--- src/srrt_pkg.sv ---
// Package with the word types, commands and constants of the remap table.
`default_nettype none
package srrt_pkg;

    localparam int unsigned VAL_W = 48;

    localparam logic [1:0] ACT_INSERT = 2'd0;
    localparam logic [1:0] ACT_LOOKUP = 2'd1;
    localparam logic [1:0] ACT_CLEAR  = 2'd2;

    typedef struct packed {
        logic [1:0]       action;
        logic [VAL_W-1:0] src_start;
        logic [VAL_W-1:0] dest_start;
        logic [VAL_W-1:0] window_length;
        logic [VAL_W-1:0] lookup_value;
    } t_in_word;

    typedef struct packed {
        logic [VAL_W-1:0] mapped_value;
        logic             hit;
        logic             table_full;
    } t_out_word;

    typedef struct packed {
        logic [VAL_W-1:0] src;
        logic [VAL_W-1:0] dest;
        logic [VAL_W-1:0] len;
    } t_window;

    // Command broadcast to every cell of the chain.
    typedef struct packed {
        logic             ins;
        logic [VAL_W-1:0] key;
        t_window          win;
    } t_cell_cmd;

    typedef enum logic [1:0] {
        S_IDLE,
        S_EXEC,
        S_REDUCE
    } t_state;

endpackage
`default_nettype wire

--- src/srrt_cell.sv ---
// One cell of the window chain: holds one window, shifts on insert, matches on lookup.
`default_nettype none
module srrt_cell (
    input  wire logic                      i_clk,
    input  wire logic                      i_occ,
    input  wire logic                      i_prev_le,
    input  wire srrt_pkg::t_window         i_prev_win,
    input  wire logic                      i_next_le,
    input  wire srrt_pkg::t_cell_cmd       i_cmd,
    output logic                           o_le,
    output srrt_pkg::t_window              o_win,
    output logic                           o_hit,
    output logic [srrt_pkg::VAL_W-1:0]     o_mapped
);

    srrt_pkg::t_window               r_win;
    srrt_pkg::t_window               n_win;
    logic                            r_hit;
    logic                            n_hit;
    logic [srrt_pkg::VAL_W-1:0]      r_mapped;
    logic [srrt_pkg::VAL_W-1:0]      n_mapped;
    logic [srrt_pkg::VAL_W:0]        win_end;
    logic                            sel;

    assign o_le  = i_occ && (r_win.src <= i_cmd.key);
    assign o_win = r_win;

    // The occupied cells whose start is at or below the key form a prefix;
    // on a lookup the last of them is the one that decides.
    assign sel     = o_le && !i_next_le;
    assign win_end = {1'b0, r_win.src} + {1'b0, r_win.len};

    always_comb begin
        n_win = r_win;
        if (i_cmd.ins && !o_le) begin
            n_win = i_prev_le ? i_cmd.win : i_prev_win;
        end
        n_hit    = sel && ({1'b0, i_cmd.key} < win_end);
        n_mapped = n_hit ? (i_cmd.key + r_win.dest - r_win.src) : '0;
    end

    always_ff @(posedge i_clk) begin
        r_win    <= n_win;
        r_hit    <= n_hit;
        r_mapped <= n_mapped;
    end

    assign o_hit    = r_hit;
    assign o_mapped = r_mapped;

endmodule
`default_nettype wire

--- config.mk ---
export PLATFORM = sky130hd
export DESIGN_NAME = srrt_cell
export DESIGN_NICKNAME = d
export VERILOG_FILES = /design/src/srrt_pkg.sv /design/src/srrt_cell.sv
export SDC_FILE = /design/constraint.sdc
export NUM_CORES = 1
export LEC_CHECK = 0
export BUFFER_PORTS_ARGS = -buffer_cell sky130_fd_sc_hd__buf_2
export CORE_AREA = 2 2 206 208
export DETAILED_ROUTE_END_ITERATION = 10
export DIE_AREA = 0 0 208 210
export PLACE_DENSITY = 0.63
export RECOVER_POWER = 100
export SETUP_SLACK_MARGIN = 0.1
export SYNTH_ARGS = -nofsm -noshare
export SYNTH_HDL_FRONTEND = slang
export SYNTH_SLANG_ARGS = --single-unit
--- constraint.sdc ---
create_clock -name i_clk -period 9.44 [get_ports i_clk]
set_input_delay 1.416 -clock i_clk [delete_from_list [all_inputs] [get_ports i_clk]]
set_output_delay 1.416 -clock i_clk [all_outputs]
set_load 0.03 [all_outputs]
* Word-level counts from Yosys, hierarchy flattened
Index checks and enable logic that the tools add are counted.
** Word-level totals
- Flip-flop bits (word level) :: 193
- Word-level logic and storage cells :: 17
** Operators by class
- $add $sub $neg :: 3
- Order comparisons :: 2
- Mux-type cells :: 1
- Reductions and logical operators :: 6
** Operators by type and width (count)
- $mux 144 :: 1
- $add 48x48->49 :: 1
- $lt 48x49->1 :: 1
- $add 48x48->48 :: 1
- $le 48x48->1 :: 1
- $sub 48x48->48 :: 1
- $logic_and 1x1->1 :: 4
- $logic_not 1->1 :: 2

* Depth between registers and ports, before layout
Gate-level depths: netlist (run 1).
- Depth after elaboration :: 4
- Gate-level depth with buffers :: 23

* Worst setup path before layout (run 1)
OpenSTA, ideal clock, no wires.
- Path type :: input -> register
- Start :: input i_cmd[187] (netlist bit)
- End :: register r_win, in the netlist o_win[0] (enable)
- Arrival time :: 8.925 ns
- Data required time :: 8.790 ns
- Setup slack :: -0.135 ns
- Stages on the path :: 9
- Path buffers :: 0
- Path through :: inv_1 -> ha_1 -> nand4_1 -> nor4_1 -> nand4_1 -> nor3_1 -> o21ai_0 -> o211a_1 -> nor2_1
** On the way
- Word-level cells in the longest chain between the ends :: 4
** RTL lines
- from (decl) :: RTL line srrt_cell.sv:9 : input wire srrt_pkg::t_cell_cmd i_cmd,
- $le 48x48->1 :: RTL line srrt_cell.sv:25 : assign o_le = i_occ && (r_win.src <= i_cmd.key);
- $logic_and 1x1->1 :: RTL line srrt_cell.sv:25
- via o_le :: RTL line srrt_cell.sv:10 : output logic o_le,
- $logic_not 1->1 :: RTL line srrt_cell.sv:35 : if (i_cmd.ins && !o_le) begin
- $logic_and 1x1->1 :: RTL line srrt_cell.sv:35
- to (signal assigned) :: RTL line srrt_cell.sv:43 : r_win <= n_win;
- to (decl) :: RTL line srrt_cell.sv:16 : srrt_pkg::t_window r_win;
The timed path passes the listed nets, and every way through them passes these cells.
A chain may end at the register's enable or synchronous reset.

* Final worst setup path (run 1)
- Start :: input i_prev_le
- End :: register r_win, in the netlist o_win[2], data pin
** On the way
- Word-level cells in the longest chain between the ends :: 1
** RTL lines
- from (decl) :: RTL line srrt_cell.sv:6 : input wire logic i_prev_le,
- $mux 144 :: RTL line srrt_cell.sv:36 : n_win = i_prev_le ? i_cmd.win : i_prev_win;
Every way passes these cells.

==> results of run 1 <==
==> through the flow <==
| stage | cells | cell area (sq um) |
|---|---|---|
| after floorplan | 1670 | 16400 |
| after global placement | 2703 | 19600 |
| after detailed placement | 2703 | 19600 |
| after CTS | 2735 | 20200 |
| after global routing | 2736 | 19900 |
| final | 2737 | 19900 |
==> final cells by class <==
class	instances	area, sq um
Tap cell	539	674
Clock buffer	24	504
Timing Repair Buffer	536	2440
Multi-Input combinational cell	1208	10100
Inverter	227	852
Sequential cell	193	5310
Clock inverter	8	76.3
Fill cell	4134	21600
Antenna cell	2	5.00
==> worst max-delay path: cells and delay by family <==
| kind | cells | cell delay (ns) |
|---|---|---|
| buf+inv | 2 | 5.38 |
| mux | 1 | 0.51 |
==> cells in the mapped netlist (all sizes together), types with 10 or more instances <==
library cell  instances
inv                 227
ha                  191
mux2                145
edfxtp              144
a21oi               117
nor2                108
a21o                 77
nand2                77
o21ai                64
dfxtp                49
fa                   48
xnor2                39
clkbuf               33
xor2                 33
nor3                 27
nand4                24
o21a                 20
nand3                18
o21bai               18
and3                 17
a211oi               15
nor2b                14
a31oi                13
nand2b               11
or3                  11
and4                 10
o31ai                10
==> layer usage <==
metal	global-route usage, %	vias up	routed length [um]	share of wire, %
met5	0	-	57	0.10
met4	8.39	8	1410	2.5
met3	4.35	77	2990	5.4
met2	40.7	480	25700	46
met1	34.6	6849	25600	46
li1	-	7029	-	-
==> state kept, by name, indices dropped and copies added, names as in the netlist <==
name      flops
o_win       144
o_mapped     48
o_hit         1
==> final timing paths <==
check / to / cells past startpoint
setup reg to reg: o_mapped[23] / 19
setup / recovery: o_win[2] / 3
hold / removal: o_mapped[47] / 4
hold reg to reg: o_mapped[47] / 4
==> power groups by stage <==
stage               Clock (mW)  Sequential, mW  Combinational (mW)
floorplan                    0            1.20               0.959
global placement             0            1.08                1.54
detailed placement           0            1.08                1.55
CTS                      0.768            1.06                1.56
global route             0.799            1.08                1.71
finish                   0.745            1.07                1.54
==> kinds of logic (layout without fill, tap and decap cells) <==
family	after synthesis	count (layout)	synth area share (%)
fa+ha+maj	239	239	20.4
buf+inv	269	795	6.30
compound gates	407	407	16.7
other cells	0	2	0
mux	150	150	10.3
simple gates	340	340	10.2
xor+xnor	72	72	3.84
flops	193	193	32.3
==> run summary, run 1 <==
The run finished, with violations left. The checks that failed: max-capacitance violations, max-slew violations. The floorplan has 75 rows.

Power comes to 3.35 mW. In the routed layout, each cell is associated on average with a via count of 5.28. Leaving out fill and tap cells, the most frequent cells in the layout are 338 x sky130_fd_sc_hd__buf_2, 227 x sky130_fd_sc_hd__inv_1, 199 x sky130_fd_sc_hd__clkbuf_1.

The leakage power of the design is 9.30 nW. Layout cell share with drive strength beyond 1: 23.4%. The run gives 0 as the number of hold-slack violations in the final timing report. The tools report the worst flop-to-flop path startpoint as o_win[97].

Ranked by total cell area, the synthesized netlist is headed by sky130_fd_sc_hd__edfxtp_1 26%, sky130_fd_sc_hd__ha_1 15%, sky130_fd_sc_hd__mux2_2 10%, sky130_fd_sc_hd__dfxtp_1 6.0%, sky130_fd_sc_hd__fa_1 5.9%. Once detailed placement completed, the half-perimeter wirelength came to 47200 um. Across the VDD grid, the largest voltage drop is 0.117 mV.

Class of the most critical hold timing path: reg -> reg. Most frequent cell on the critical path: sky130_fd_sc_hd__clkbuf_1. The first global-routing pass estimated 84300 um of wire.

The logs give 0.49 ns for the clock insertion delay at the later pin of the skew report and 0.772 ns for the final worst hold slack. Detailed routing inserted a total of 14400 vias. The remaining design rule violation count was 0; the net switching component of the power was 1.34 mW. The net count of the finished layout is 2763. In this run, flip-flops and latches consume 31.9% of the power. Counting every net in the synthesized netlist gives 2250. After global routing the overflow that remains totals 0. Global routing used 25.3% of the available tracks across all layers. The run gives 1670 as the number of instances in the synthesized netlist. For this block, the routed nets add up to 55700 um of wire.

Leaving out fill and tap cells, the most frequent cell in the layout is sky130_fd_sc_hd__buf_2. The logs give 17 for the number of buffers inserted during clock tree synthesis and 39.6% for the effective utilization at floorplan. Root buffer selected by CTS: sky130_fd_sc_hd__clkbuf_16. The final-report max-slew violation count was 339; the clock network power share was 22.2%. Timing analysis after detailed placement gives a worst setup slack of 3.30 ns. Across the run, the number of max-cap violations was 4. The tools report the weighted congestion reported at the end of routability-driven placement as 0.956. The clock drives 193 sinks. After routing, the total negative slack on setup checks comes to 0 ns. For the share of power burned in combinational logic, the log shows 45.9%.

The netlist area before placement was 16400 sq um. For the worst slew margin relative to its limit, the log shows -167%. Counting flops and latches in the post-synthesis netlist gives 193. Tracing the worst setup path back leads to its startpoint at i_prev_le.

The fraction of synthesized cell area taken by the top area cell type was 26.4%. For the final standard cell utilization of the core, the log shows 48.0%. Setup slack on the critical path of the routed design comes to 2.24 ns.

The run gives 5 as the number of antenna violations at the first check in global routing. The shortest period the worst path allows was 7.20 ns. Relative to the synthesized area, the layout overhead comes to 21.3%. Setup repair after global routing left no endpoint under its margin. For this run, the slowest stage of the critical path takes 2.76 ns. In this run the horizontal extent of the chip is 208 um. The floorplan die area is 43700 sq um, and the number of gates resized after CTS is 0. Buffers added to address setup during post-CTS repair amount to 0.

The post-cts hold buffer count came out at 0. In this run the count of I/O pins placed on the die edge is 535. The detail route stage leaves a number of antenna-violating nets equal to 0.

The largest total area in the synthesized netlist belongs to sky130_fd_sc_hd__edfxtp_1. Along the worst path, the maximum fanout reaches 77. The largest net degree at the start of global routing was 145; the per-instance average area after synthesis was 9.82 sq um. STA classifies the critical path startpoint as an input port.

The run gives 0.0123 ns as the final worst clock skew. The tools report the start point of the worst hold path as o_win[95]. The standard cell core area came out at 41500 sq um.

The run gives 871 as the number of violations reported at the end of detailed-routing iteration 0. TritonCTS built the clock tree. Traced cell by cell, the critical path runs through clkbuf_1 > clkbuf_1 > mux2_2.

The data required time at the worst endpoint came out at 9.67 ns. The proportion of total power due to net switching works out to 40.1%. Via count of the first global-routing pass: 14600. Cell with the biggest individual delay on the critical path: sky130_fd_sc_hd__clkbuf_1. For flop-to-flop paths, the worst setup slack is 2.49 ns. Summing the sequential cell areas from Yosys gives 32.3% of the chip area. In this run the vertical extent of the chip is 210 um. The average routed wire per standard cell came out at 20.4 um. Number of enable flip-flop cells after synthesis: 144.

For the worst setup path, the data arrival time is 7.43 ns. The flip-flop cell with the highest count after synthesis was sky130_fd_sc_hd__edfxtp_1. The tools report the endpoint kind of the worst setup timing path as a flop.

Yosys printed 0 warnings. In this run the number of H-tree levels came out at 4. After clock tree synthesis, the clock-pin slew on the worst setup and hold paths is 0.07 ns. The pre-antenna-repair detailed-routing pass consisted of 5 iterations. The setup path with the least slack is of type in -> reg.

For the number of buffers on the longest clock path, the log shows 2. The internal portion of the total power is 2.01 mW. For the pin with the worst max-slew slack, the measured transition is 4.00 ns.

In this run the tool buffered the top-level ports with 534 buffer cells. Timing would allow up to 139 MHz. After synthesis, the netlist uses 81 different library cells.

Of the available clock period, the critical path in the final layout requires 76.2%. Fraction of registers with async set/reset: 0%. The power density over the cells came out at 168 nW/um^2. Setup violations remaining at the end of the flow were counted as 0.
Note: power is estimated with default switching activity, not from simulation.
==> inputs of run 2 (changes only) <==
==> constraint.sdc (replaced) <==
create_clock -name i_clk -period 6.3 [get_ports i_clk]
set_input_delay 0.945 -clock i_clk [delete_from_list [all_inputs] [get_ports i_clk]]
set_output_delay 0.945 -clock i_clk [all_outputs]
set_load 0.03 [all_outputs]
==> run 2 against run 1 <==
Compared with the run above:
- sequential power is 50% higher
- clock power is 49% higher
- the run still ends with max-capacitance violations, max-slew violations left
- via count is 0.95% lower
==> run summary, run 2 (synthesized netlist as in run 1, its figures left out) <==
The run finished, with violations left. The final reports fail on max-capacitance violations, max-slew violations. The start point of the worst hold path was i_prev_win[71]. The logs give 25.3% (-0.036 points) for the overall fraction of global-route tracks in use and 0.0195 ns (+0.00721 ns) for the final worst clock skew. The total negative slack for setup checks is 0 ns (unchanged), and the slew at the pin closest to its max-slew limit is 4.94 ns (+0.935 ns). The power density over the cells works out to 252 nW/um^2 (+49%). The critical path data arrival time is 6.23 ns (-1.20 ns).

In the layout the commonest cells are 338 x sky130_fd_sc_hd__buf_2, 228 x sky130_fd_sc_hd__inv_1, 199 x sky130_fd_sc_hd__clkbuf_1. The number of hold-slack violations in the final timing report is 0 (unchanged), and the number of antenna violations at the first check in global routing is 5 (unchanged). The port buffer count is 534 (unchanged), and the data required time at the worst endpoint is 6.70 ns (-2.97 ns). The critical path is of the reg -> reg type. The maximum fanout encountered on the critical timing path is 46 (-40%). TritonCTS built the clock tree. The cell sitting at the root of the clock tree is a sky130_fd_sc_hd__clkbuf_16. Static timing analysis puts the maximum clock frequency at 171 MHz. The logs give 0 (unchanged) for the final antenna-violating net count and 2 (unchanged) for the number of buffers on the longest clock path. Count of maximum capacitance violations: 3 (-1). For the largest net degree at the start of global routing, the log shows 97 (-33%).

The wire length after detailed routing is 55400 um (-0.56%), and the average routed wire per standard cell is 20.2 um (-0.56%). The worst setup path is captured at a flop. The logs give 0.50 ns (about the same) for the clock insertion delay at the later pin of the skew report and -229% (-62 points) for the worst slew margin relative to its limit.

The run gives 0.47 ns (-2.02 ns) as the worst-case register-to-register setup slack. The floorplan die height was 210 um (unchanged). The run gives 39.6% (unchanged) as the effective utilization at floorplan. The final non-filler cell total was 2737 (unchanged); the I/O pin total was 535 (unchanged).

The run gives 41500 sq um (unchanged) as the standard cell core area. Setup repair after global routing left no endpoint under its margin. The worst setup path is launched from a flop. The worst path needs 5.83 ns of the cycle, external delays included. The total vias in the final route was 14300 (-0.95%); the remaining design rule violation count was 0 (unchanged).

For the number of buffers added for setup after CTS, the log shows 0 (unchanged). The clock sink count is 193 (unchanged). The logs give 4 (unchanged) for the H-tree depth and 17 (unchanged) for the number of buffers inserted during clock tree synthesis. The post-cts hold buffer count was 0 (unchanged).

The final-report max-slew violation count is 243 (-28%). Global-route congestion overflow total: 0 (unchanged). The tools report the number of fillers in the final layout as 4088 (-1.1%).

The clock slew at the register clock pins of the worst setup and hold paths came out at 0.07 ns (about the same). The leakage power of the design was 9.33 nW (+0.32%). The library cell used most frequently in the layout, excluding fill and tap cells, is sky130_fd_sc_hd__buf_2. The tools report the launching instance or port of the critical path as o_win[96]. Floorplan die area: 43700 sq um (unchanged). The number of violations reported at the end of detailed-routing iteration 0 is 919 (+5.5%), and the final standard cell utilization of the core is 48.1% (+0.081 points). The logs give 5.02 mW (+50%) for the total power draw and 0.469 ns (-1.78 ns) for the final critical-path setup slack. The fraction of the cycle the final worst path needs was 92.6%; the number of gates resized after CTS was 0 (unchanged). The tools report the global-route wire length before repair as 83600 um (-0.89%). The worst setup timing slack at the placement stage is 0.506 ns (-2.80 ns). The tools report the half-perimeter wire length of the detailed placement result as 47200 um (about the same). The flip-flop count of the largest register, all copies and words added is 144 (unchanged), and the number of placed instances with taps included is 2704 (+0.037%). The layout cell share with drive strength beyond 1 works out to 23.5% (+0.13 points). The maximum single-stage delay on the critical path came out at 0.47 ns (-2.29 ns). The run gives 19900 sq um (+0.17%) as the total non-filler cell area in the finished layout. The count of TritonRoute iterations in the first routing pass was 5 (unchanged).

The weighted congestion reported at the end of routability-driven placement is 0.920 (-3.7%). Instance area after placement: 19600 sq um (about the same). In this run the critical register-to-register path is launched from o_win[96]. The maximum ir drop on the vdd rail is 0.192 mV (+64%), and the via count of the first global-routing pass is 14500 (-0.055%). The tools report the final worst hold slack as 0.745 ns (-0.0276 ns). Total setup violations reported at the end of the flow: 0 (unchanged).

The number of rows in the core area is 75 (unchanged), and the average via count per standard cell is 5.23 (-0.95%). Relative to the synthesized area, the layout overhead comes to 21.6%. Walking the worst path, the cells encountered are ha_1 > inv_1 > fa_1 > nor2b_1 > o31a_1 > o31a_1 > a31oi_2 > o21ba_2 > o21ai_2 > a221oi_2 > xor2_1 > ha_1 > a21o_1 > a21o_1 > a2111oi_0 > o22a_1 > a31oi_1 > o41ai_1 > a311o_2 > nand2_8 > nor4b_1. The die boundary width works out to 208 um (unchanged). Cell with the biggest individual delay on the critical path: sky130_fd_sc_hd__a2111oi_0. The run gives 2764 (+0.036%) as the number of nets in the layout. In this run the worst hold path is classified as in -> reg.
## run 2: final timing paths
| check | depth (start not counted) | end |
|---|---|---|
| min reg2reg | 4 | o_mapped[47] |
| max | 21 | o_mapped[37] |
| min | 2 | o_win[71] |
| max reg2reg | 21 | o_mapped[37] |
## run 2: report_power, final
group	switching, mW	total, mW	internal [mW]	leakage, nW
combinational	1.42	2.32	0.900	7.26
clock	0.507	1.11	0.599	0.297
sequential	0.0927	1.60	1.51	1.77
## run 2: final cells by class
| class | count | area [sq um] | share of cell area (%) |
|---|---|---|---|
| Clock inverter | 7 | 42.5 | 0.213 |
| Clock buffer | 25 | 542 | 2.72 |
| Timing Repair Buffer | 537 | 2440 | 12.3 |
| Antenna cell | 1 | 2.50 | 0.0125 |
| Tap cell | 539 | 674 | 3.38 |
| Multi-Input combinational cell | 1208 | 10100 | 50.5 |
| Sequential cell | 193 | 5310 | 26.6 |
| Inverter | 227 | 852 | 4.27 |
## run 2: routing by layer
layer,wire [um],global-route usage (%),vias up
li1,-,-,7027
met1,25000,33.9,6703
met5,59,0,-
met4,1430,8.17,8
met3,3850,6.08,79
met2,25100,40.2,489
## run 2: critical path, delay by kind of cell (launching register included)
family	cells	cell delay, ns
AND/OR/NAND/NOR	3	0.67
AO/OA/AOI/OAI	13	3.65
buffers and inverters	1	0.07
flip-flops	1	0.44
adder cells (fa/ha/maj)	3	0.70
XOR/XNOR	1	0.19
